`config.mk`:
```
export PLATFORM = sky130hd
export DESIGN_NAME = quantum_asm_tokenizer_core
export DESIGN_NICKNAME = d
export VERILOG_FILES = /design/src/hw/rtl/qat_pkg.sv /design/src/hw/rtl/qat_front.sv /design/src/hw/rtl/qat_queue.sv /design/src/hw/rtl/qat_back.sv /design/src/hw/rtl/quantum_asm_tokenizer_core.sv
export VERILOG_INCLUDE_DIRS = /design/src /design/src/hw/rtl
export SDC_FILE = /design/constraint.sdc
export NUM_CORES = 1
export LEC_CHECK = 0
export BUFFER_PORTS_ARGS = -buffer_cell sky130_fd_sc_hd__buf_4
export CAP_MARGIN = 20
export CORE_MARGIN = 5
export CORE_UTILIZATION = 55
export DETAILED_ROUTE_END_ITERATION = 7
export GPL_TIMING_DRIVEN = 0
export HOLD_SLACK_MARGIN = 0.15
export PLACE_DENSITY = 0.75
export SYNTH_ARGS = -nofsm -noshare
export SYNTH_HDL_FRONTEND = slang
export SYNTH_SLANG_ARGS = --single-unit
export TNS_END_PERCENT = 10
```
`constraint.sdc`:
```
create_clock -name clk -period 13.1 [get_ports clk]
set_clock_uncertainty 0.1 [all_clocks]
set_input_delay 0.655 -clock clk [delete_from_list [all_inputs] [get_ports clk]]
set_output_delay 0.655 -clock clk [all_outputs]
set_load 0.02 [all_outputs]
```
`src/hw/rtl/quantum_asm_tokenizer_core_defines.svh`:
```
// Assertion macros used by the tokenizer RTL (the token queue).
`ifndef QUANTUM_ASM_TOKENIZER_CORE_DEFINES_SVH
`define QUANTUM_ASM_TOKENIZER_CORE_DEFINES_SVH
// Assert that an antecedent implies a consequent in the same cycle.
`define QAT_ASSERT_IMP(lbl, clk, rst_n, ante, cons) \
	lbl: assert property (@(posedge clk) disable iff (!rst_n) (ante) |-> (cons)) \
		else $error("assertion failed");
// Assert that an expression always holds.
`define QAT_ASSERT_ALWAYS(lbl, clk, rst_n, expr) \
	lbl: assert property (@(posedge clk) disable iff (!rst_n) (expr)) \
		else $error("assertion failed");
`endif

```
`src/hw/rtl/qat_pkg.sv`:
```
// Package with token types, codes and keyword matching for the tokenizer.
`default_nettype none
package qat_pkg;
	localparam int unsigned AddrBits = 20;
	localparam int unsigned KwChars = 8;
	localparam int unsigned QDepth = 4;
	localparam int unsigned QPtrBits = 2;

	localparam logic [4:0] KindIdent = 5'd15;
	localparam logic [4:0] KindLbracket = 5'd16;
	localparam logic [4:0] KindInt = 5'd23;
	localparam logic [4:0] KindFloat = 5'd24;
	localparam logic [4:0] KindUnknown = 5'd25;
	localparam logic [4:0] KindEof = 5'd26;

	localparam logic [7:0] ChNl = 8'h0a;
	localparam logic [7:0] ChSlash = 8'h2f;
	localparam logic [7:0] ChUnder = 8'h5f;
	localparam logic [7:0] ChDot = 8'h2e;

	typedef enum logic [5:0] {
		MODE_IDLE = 6'b000001,
		MODE_SLASH = 6'b000010,
		MODE_COMMENT = 6'b000100,
		MODE_INT = 6'b001000,
		MODE_FRAC = 6'b010000,
		MODE_WORD = 6'b100000
	} mode_t;

	// Token as it leaves the front end; word tokens carry their text for matching.
	typedef struct packed {
		logic [4:0] kind;
		logic [AddrBits-1:0] start;
		logic [AddrBits:0] length;
		logic [AddrBits:0] line;
		logic last;
		logic is_word;
		logic [3:0] fill;
		logic [8*KwChars-1:0] text;
	} tok_t;

	typedef struct packed {
		logic v0;
		logic v1;
		tok_t t0;
		tok_t t1;
	} pair_t;

	function automatic logic is_digit(input logic [7:0] c);
		return c >= 8'h30 && c <= 8'h39;
	endfunction

	function automatic logic is_alpha(input logic [7:0] c);
		return (c >= 8'h61 && c <= 8'h7a) || (c >= 8'h41 && c <= 8'h5a);
	endfunction

	function automatic logic is_space(input logic [7:0] c);
		return c == 8'h20 || (c >= 8'h09 && c <= 8'h0d);
	endfunction

	function automatic logic [4:0] punct_kind(input logic [7:0] c, output logic hit);
		logic [4:0] k;
		hit = 1'b1;
		k = KindLbracket;
		unique case (c)
			8'h5b: k = KindLbracket;
			8'h5d: k = KindLbracket + 5'd1;
			8'h28: k = KindLbracket + 5'd2;
			8'h29: k = KindLbracket + 5'd3;
			8'h3b: k = KindLbracket + 5'd4;
			8'h2c: k = KindLbracket + 5'd5;
			8'h2e: k = KindLbracket + 5'd6;
			default: hit = 1'b0;
		endcase
		return k;
	endfunction

	// Text is right-aligned: last character in the low byte.
	function automatic logic [4:0] classify(input logic [3:0] fill,
		input logic [8*KwChars-1:0] t);
		logic [4:0] k;
		k = KindIdent;
		priority case (fill)
			4'd8: if (t == 64'h4f50454e5141534d) k = 5'd0;
			4'd5: if (t[39:0] == 40'h7175626974) k = 5'd1;
			4'd4: if (t[31:0] == 32'h67617465) k = 5'd2;
			4'd3: begin
				if (t[23:0] == 24'h746467) k = 5'd6;
				else if (t[23:0] == 24'h736467) k = 5'd8;
			end
			4'd2: begin
				if (t[15:0] == 16'h6378) k = 5'd4;
				else if (t[15:0] == 16'h637a) k = 5'd12;
				else if (t[15:0] == 16'h727a) k = 5'd13;
			end
			4'd1: begin
				unique case (t[7:0])
					8'h68: k = 5'd3;
					8'h74: k = 5'd5;
					8'h73: k = 5'd7;
					8'h78: k = 5'd9;
					8'h79: k = 5'd10;
					8'h7a: k = 5'd11;
					8'h75: k = 5'd14;
					default: k = KindIdent;
				endcase
			end
			default: k = KindIdent;
		endcase
		return k;
	endfunction
endpackage
`default_nettype wire

```
`src/hw/rtl/qat_front.sv`:
```
// Scanner front end: consumes bytes and forms up to two raw tokens per item.
`default_nettype none
module qat_front (
	input wire logic clk,
	input wire logic arst_n,
	input wire logic in_valid,
	input wire logic [7:0] source_byte,
	input wire logic end_marker,
	input wire logic room,
	output logic in_stall,
	output logic push,
	output qat_pkg::pair_t pair
);
	localparam int unsigned AB = qat_pkg::AddrBits;
	localparam logic [AB:0] PosCap = {1'b1, {AB{1'b0}}};

	qat_pkg::mode_t mode_q, mode_d;
	logic [AB-1:0] start_q, start_d;
	logic [AB:0] pos_q, line_q, line_d;
	logic [63:0] wbuf_q, wbuf_d;
	logic [3:0] fill_q, fill_d;
	logic [AB-1:0] cur;
	logic [AB:0] len;
	logic acc, consumed, phit;
	logic [4:0] pk;
	qat_pkg::tok_t tf, ts, te;
	logic vf, vs;

	assign in_stall = !room;
	assign acc = in_valid && room;
	assign cur = pos_q[AB] ? {AB{1'b1}} : (pos_q[AB-1:0] == {AB{1'b1}} ? {AB{1'b1}} : pos_q[AB-1:0]);
	assign len = pos_q - {1'b0, start_q};

	always_comb begin
		mode_d = mode_q;
		start_d = start_q;
		line_d = line_q;
		wbuf_d = wbuf_q;
		fill_d = fill_q;
		consumed = 1'b0;
		vf = 1'b0;
		vs = 1'b0;
		tf = '0;
		ts = '0;
		te = '0;
		pk = qat_pkg::punct_kind(source_byte, phit);
		// Flushed pending token.
		tf.start = start_q;
		tf.length = len;
		tf.line = line_q;
		tf.is_word = mode_q == qat_pkg::MODE_WORD;
		tf.fill = fill_q;
		tf.text = wbuf_q;
		unique case (mode_q)
			qat_pkg::MODE_SLASH: begin tf.kind = qat_pkg::KindUnknown; tf.length = 21'd1; end
			qat_pkg::MODE_INT: tf.kind = qat_pkg::KindInt;
			qat_pkg::MODE_FRAC: tf.kind = qat_pkg::KindFloat;
			default: tf.kind = qat_pkg::KindIdent;
		endcase
		if (end_marker) begin
			vf = mode_q == qat_pkg::MODE_SLASH || mode_q == qat_pkg::MODE_INT
				|| mode_q == qat_pkg::MODE_FRAC || mode_q == qat_pkg::MODE_WORD;
			vs = 1'b1;
			ts.kind = qat_pkg::KindEof;
			ts.start = cur;
			ts.line = line_q;
		end else begin
			unique case (mode_q)
				qat_pkg::MODE_SLASH: if (source_byte == qat_pkg::ChSlash) begin
					mode_d = qat_pkg::MODE_COMMENT; consumed = 1'b1;
				end
				qat_pkg::MODE_COMMENT: if (source_byte == qat_pkg::ChNl) mode_d = qat_pkg::MODE_IDLE;
					else consumed = 1'b1;
				qat_pkg::MODE_INT: if (qat_pkg::is_digit(source_byte)) consumed = 1'b1;
					else if (source_byte == qat_pkg::ChDot) begin
						mode_d = qat_pkg::MODE_FRAC; consumed = 1'b1;
					end
				qat_pkg::MODE_FRAC: if (qat_pkg::is_digit(source_byte)) consumed = 1'b1;
				qat_pkg::MODE_WORD: if (qat_pkg::is_alpha(source_byte)
						|| qat_pkg::is_digit(source_byte) || source_byte == qat_pkg::ChUnder) begin
					consumed = 1'b1;
					if (fill_q < 4'd8) begin
						wbuf_d = {wbuf_q[55:0], source_byte};
						fill_d = fill_q + 4'd1;
					end else fill_d = 4'd9;
				end
				default: ;
			endcase
			if (!consumed) begin
				vf = mode_q == qat_pkg::MODE_SLASH || mode_q == qat_pkg::MODE_INT
					|| mode_q == qat_pkg::MODE_FRAC || mode_q == qat_pkg::MODE_WORD;
				mode_d = qat_pkg::MODE_IDLE;
				ts.start = cur;
				ts.length = 21'd1;
				ts.line = line_q;
				ts.kind = qat_pkg::KindUnknown;
				if (source_byte == qat_pkg::ChNl) begin
					if (line_q < PosCap) line_d = line_q + 1'b1;
				end else if (qat_pkg::is_space(source_byte)) begin
				end else if (source_byte == qat_pkg::ChSlash) begin
					mode_d = qat_pkg::MODE_SLASH; start_d = cur;
				end else if (phit) begin
					vs = 1'b1; ts.kind = pk;
				end else if (qat_pkg::is_digit(source_byte)) begin
					mode_d = qat_pkg::MODE_INT; start_d = cur;
				end else if (qat_pkg::is_alpha(source_byte) || source_byte == qat_pkg::ChUnder) begin
					mode_d = qat_pkg::MODE_WORD; start_d = cur;
					wbuf_d = {56'd0, source_byte}; fill_d = 4'd1;
				end else vs = 1'b1;
			end
		end
		// Mark the last token of this item.
		tf.last = vf && !vs;
		ts.last = vs;
		pair.v0 = vf || vs;
		pair.v1 = vf && vs;
		pair.t0 = vf ? tf : ts;
		pair.t1 = vf ? ts : te;
	end

	assign push = acc && pair.v0;

	always_ff @(posedge clk or negedge arst_n) begin
		if (!arst_n) begin
			mode_q <= qat_pkg::MODE_IDLE;
			start_q <= '0;
			pos_q <= '0;
			line_q <= {{AB{1'b0}}, 1'b1};
			wbuf_q <= '0;
			fill_q <= '0;
		end else if (acc) begin
			if (end_marker) begin
				mode_q <= qat_pkg::MODE_IDLE;
				start_q <= '0;
				pos_q <= '0;
				line_q <= {{AB{1'b0}}, 1'b1};
				wbuf_q <= '0;
				fill_q <= '0;
			end else begin
				mode_q <= mode_d;
				start_q <= start_d;
				line_q <= line_d;
				wbuf_q <= wbuf_d;
				fill_q <= fill_d;
				if (!pos_q[AB]) pos_q <= pos_q + 1'b1;
			end
		end
	end
endmodule
`default_nettype wire

```
`src/hw/rtl/qat_queue.sv`:
```
// Token queue between front and back end; takes up to two tokens a cycle while it has room.
`default_nettype none
`include "quantum_asm_tokenizer_core_defines.svh"
module qat_queue (
	input wire logic clk,
	input wire logic arst_n,
	input wire logic push,
	input wire qat_pkg::pair_t pair,
	output logic room,
	input wire logic pop,
	output logic nonempty,
	output qat_pkg::tok_t head
);
	localparam int unsigned PB = qat_pkg::QPtrBits;
	qat_pkg::tok_t mem_q [qat_pkg::QDepth];
	logic [PB-1:0] wp_q, rp_q;
	logic [PB:0] cnt_q, cnt_next;
	logic [PB:0] nin;

	assign nin = push ? (pair.v1 ? 3'd2 : 3'd1) : 3'd0;
	// Room for two whatever this cycle's pop does.
	assign room = cnt_q <= 3'd2;
	assign nonempty = cnt_q != 3'd0;
	assign head = mem_q[rp_q];
	assign cnt_next = cnt_q + nin - {2'd0, pop};

	always_ff @(posedge clk) begin
		if (push) begin
			mem_q[wp_q] <= pair.t0;
			if (pair.v1) mem_q[wp_q + 1'b1] <= pair.t1;
		end
	end

	always_ff @(posedge clk or negedge arst_n) begin
		if (!arst_n) begin
			wp_q <= '0;
			rp_q <= '0;
			cnt_q <= '0;
		end else begin
			wp_q <= wp_q + nin[PB-1:0];
			if (pop) rp_q <= rp_q + 1'b1;
			cnt_q <= cnt_next;
		end
	end

	`QAT_ASSERT_IMP(a_no_underflow, clk, arst_n, pop, nonempty)
	`QAT_ASSERT_IMP(a_no_overflow, clk, arst_n, push, room)
	`QAT_ASSERT_ALWAYS(a_cnt_bound, clk, arst_n, cnt_q <= 3'd4)
endmodule
`default_nettype wire

```
`src/hw/rtl/qat_back.sv`:
```
// Back end: resolves keywords and drives the output register.
`default_nettype none
module qat_back (
	input wire logic clk,
	input wire logic arst_n,
	input wire logic nonempty,
	input wire qat_pkg::tok_t head,
	output logic pop,
	input wire logic out_stall,
	output logic out_valid,
	output logic [4:0] token_kind,
	output logic [19:0] token_start,
	output logic [20:0] token_length,
	output logic [20:0] token_line,
	output logic last_of_run
);
	logic load;
	assign load = !out_valid || !out_stall;
	assign pop = nonempty && load;

	always_ff @(posedge clk or negedge arst_n) begin
		if (!arst_n) out_valid <= 1'b0;
		else if (load) out_valid <= nonempty;
	end

	always_ff @(posedge clk) begin
		if (pop) begin
			token_kind <= head.is_word ? qat_pkg::classify(head.fill, head.text) : head.kind;
			token_start <= head.start;
			token_length <= head.length;
			token_line <= head.line;
			last_of_run <= head.last;
		end
	end
endmodule
`default_nettype wire

```
`src/hw/rtl/quantum_asm_tokenizer_core.sv`:
```
// Top level of the source tokenizer.
`default_nettype none
// Tokenizer: takes one source byte per item and emits tokens (kind, start, length, line).
// An item is taken every cycle while the four-entry token queue has room for two tokens;
// one token leaves per cycle while the output is not stalled, so a byte yielding two tokens needs two output transfers.
// The front end scans bytes, the queue decouples it from the back end, which matches
// keywords and holds the output register. An end item flushes, emits EOF and resets.
module quantum_asm_tokenizer_core (
	input wire logic clk,
	input wire logic arst_n,
	input wire logic in_valid,
	output logic in_stall,
	input wire logic [7:0] source_byte,
	input wire logic end_marker,
	output logic out_valid,
	input wire logic out_stall,
	output logic [4:0] token_kind,
	output logic [19:0] token_start,
	output logic [20:0] token_length,
	output logic [20:0] token_line,
	output logic last_of_run
);
	logic room, push, pop, nonempty;
	qat_pkg::pair_t pair;
	qat_pkg::tok_t head;

	qat_front u_front (.clk, .arst_n, .in_valid, .source_byte, .end_marker, .room,
		.in_stall, .push, .pair);
	qat_queue u_queue (.clk, .arst_n, .push, .pair, .room, .pop, .nonempty, .head);
	qat_back u_back (.clk, .arst_n, .nonempty, .head, .pop, .out_stall, .out_valid,
		.token_kind, .token_start, .token_length, .token_line, .last_of_run);
endmodule
`default_nettype wire
```
==> reports/metrics.cfg <==
[status]
status=completed

[synthesis]
ys.flop_type=dfxtp_1
synth_cells=2781
avgSynthCellArea_um2=11.74
synth_seq_cells=760
ys_types=96
async_flop_share=0.1895
netlist.area_leader.share=0.2390
synth_edf_count=260
synth-warning-count=0
synth.yosys.seq_area_share=0.5677
synth_area_um2=32660
synth_nets=2825
yosys.area.top_type=edfxtp_1
ys_top_cells_by_area=edfxtp_1 (24%), dfxtp_1 (22%), dfrtp_1 (11%)

[die]
die-area_um2=64360
io_pins=83
fp.dieH_um=253.7
num_rows=89
initial_core_util=0.5544
die_w_um=253.7
placeableCoreArea_um2=58910

[route]
wl_per_cell_um=26.75
vias=25842
wirelength_mm=101.6
top_layer=met4
drc_errors=0
drt-met1-wl_mm=41.10
met3WireLength_mm=11.42
dr.pass1.iters=8
drt_iter0_markers=3462
dr_wl_met2_mm=45.19
viasPerCell=6.802
drtAntennaViolNets=0

[sta]
max_freq_mhz=141.6
finalSetupViolations=0
tns_ps=0
rsz0062_at_grt=false
period_share=0.5392
hold_viol=0
relSlewSlack=0.2104
fin_crit_ps=7064
worst_pin_slew_ps=1155
holdWs_ps=203.4
slew_viol_final=0

[global_route]
grt_pass1_vias=25003
grt_max_degree=87
grt_use_total=0.3094
grt_pass1_wl_mm=152.8
antenna_found_initial=2
overflow=0

[setup_path]
cp.required_ps=13320
critPathKind=primary input to register
start_kind=primary input
path_max_fanout=25
r2r_cells=17
r2r-start=u_front.mode_q[0]$_DFFE_PN1P_
cp-end-kind=register
arrival_ps=7280
r2r-end=u_queue.mem_q[3][118]$_DFFE_PP_
r2r_setup_slack_ps=6110

[cts]
clk_path_buf_depth=3
cts_root_buffer=clkbuf_16
htree_levels=3
clkTransAtPathRegs_ps=60
clock-sinks=760
cts.repair.resized=0
cts_setup_buffers=0
insertion_delay_ps=640
cts_made_buffers=78
cts_tree=done

[cells_and_area]
drive_above_1_share=0.1409
finish.instance_area_um2=37180
layout_commonest_cell=dfxtp_1
layout_common_cells=dfxtp_1 (356), a22o_1 (344), nor2_1 (269), edfxtp_1 (260), nand2_1 (182)
area_growth_pct=13.83
nNetsFinal=3002

[power]
p_total_mw=7.088
power.leakage_nw=14.05
vdd_drop_max_mv=0.1182
p_per_area_nw_per_um2=190.6

[placement]
port_buffers=80
dp.final_hpwl_mm=70.96
gp_congestion=1.000
placedInstanceArea_um2=34500

[worst_hold_path]
hp-start=source_byte[6]
min_to=u_front.wbuf_q[6]$_DFFE_PN0P_
hold_path_depth=2
min_path_type=primary input to register

[run]
drv_cap=0

## layout make-up
class	count	area (um^2)
multi-input combinational	1746	12990
fill	4471	21730
clock buffer	112	2246
timing repair buffer	97	879.6
buffer	223	950.9
antenna	2	5.005
clock inverter	34	404.1
tap	773	967.2
inverter	52	195.2
sequential	760	18540
## registers in the layout (all words and copies together), names as in the netlist
name and flops:
u_front.pos_q 21, u_front.start_q 20, u_front.line_q 21, u_queue.rp_q 2, u_front.fill_q 4, u_back.token_length 21
u_front.wbuf_q 64, u_back.token_kind 5, u_queue.cnt_q 3, u_back.token_line 21, u_back.last_of_run 1, u_front.mode_q 6
u_queue.mem_q 548, u_back.token_start 20, u_queue.wp_q 2, u_back.out_valid 1
## report_power, final
part | leakage [nW] | internal (mW) | switching (mW)
Combinational | 5.42 | 0.659 | 1.24
Sequential | 7.31 | 2.74 | 0.140
Clock | 1.32 | 1.34 | 0.960
Total | 14.0 | 4.74 | 2.34
## how the worst max path moves through the flow
stage	depth (start not counted)	slack [ps]	end	from
2_1_floorplan	8	7250	u_queue.cnt_q[2]$_DFF_PN0_	out_stall
3_3_place_gp	16	4270	u_queue.mem_q[3][118]$_DFFE_PP_	source_byte[4]
3_5_place_dp	18	5710	u_queue.mem_q[3][118]$_DFFE_PP_	source_byte[4]
4_1_cts	18	6320	u_queue.mem_q[3][118]$_DFFE_PP_	source_byte[4]
5_1_grt	18	5890	u_queue.mem_q[3][115]$_DFFE_PP_	source_byte[4]
6_report	18	6040	u_queue.mem_q[3][118]$_DFFE_PP_	source_byte[4]
## metal layers
layer / up-vias / track usage
li1: 10990 / -
met1: 12915 / 0.4483
met2: 1656 / 0.4658
met3: 281 / 0.06826
met4: 0 / 0.1094
met5: - / 0.004511
## per-stage QoR
stage	util	instances	setup slack [ps]
after CTS	0.6310	3796	6322
after detailed placement	0.5857	3648	5708
final	0.6311	3799	6036
after global placement	0.5811	3634	4269
after global routing	0.6311	3797	5890
after floorplan	-	2781	7254
## Yosys cell counts, types with 12 or more instances
library cell	count
o21ai_0	47
a31oi_1	33
nand2_1	182
nor2b_1	17
nor2_1	269
dfrtp_1	142
or2_2	23
o22ai_1	65
a32o_1	15
and3_1	18
nand3_1	45
buf_2	48
inv_1	49
buf_1	13
xor2_1	18
nor4_1	15
nor3_1	33
o21ai_1	77
xnor2_1	17
nand2b_1	15
a22o_1	344
a21oi_1	54
nand3b_1	15
ha_1	29
edfxtp_1	260
clkbuf_1	153
a22oi_1	79
nand4_1	35
mux2i_1	12
dfxtp_1	356
mux4_2	95
and2_1	24
## cells by family (layout without fill, tap and decap cells)
kind of cell	Yosys count	in the layout	synth area share
compound gates	800	800	0.1841
xor+xnor	35	35	0.009385
fa+ha+maj	31	31	0.01234
buf+inv	275	518	0.03509
flops	760	760	0.5677
mux	120	120	0.07815
other cells	0	2	0
simple gates	760	760	0.1132
## worst max-delay path, stage by stage
cell	delay (ps)
buf_4	110
clkbuf_1	210
or4_1	620
a211oi_2	370
nor2_1	190
o21ai_4	450
nand2_2	320
buf_1	470
ha_1	340
clkbuf_1	180
nor4b_2	760
and2_0	210
clkbuf_1	400
nor2_1	320
buf_6	270
clkbuf_1	340
inv_2	720
buf_12	290
## what timing repair did
item                                    in CTS  in global routing
hold buffers                                 2                  0
endpoints found under the setup margin       0                  0
hold endpoints to repair                    59                  0
Note: power is estimated with default switching activity, not from simulation.
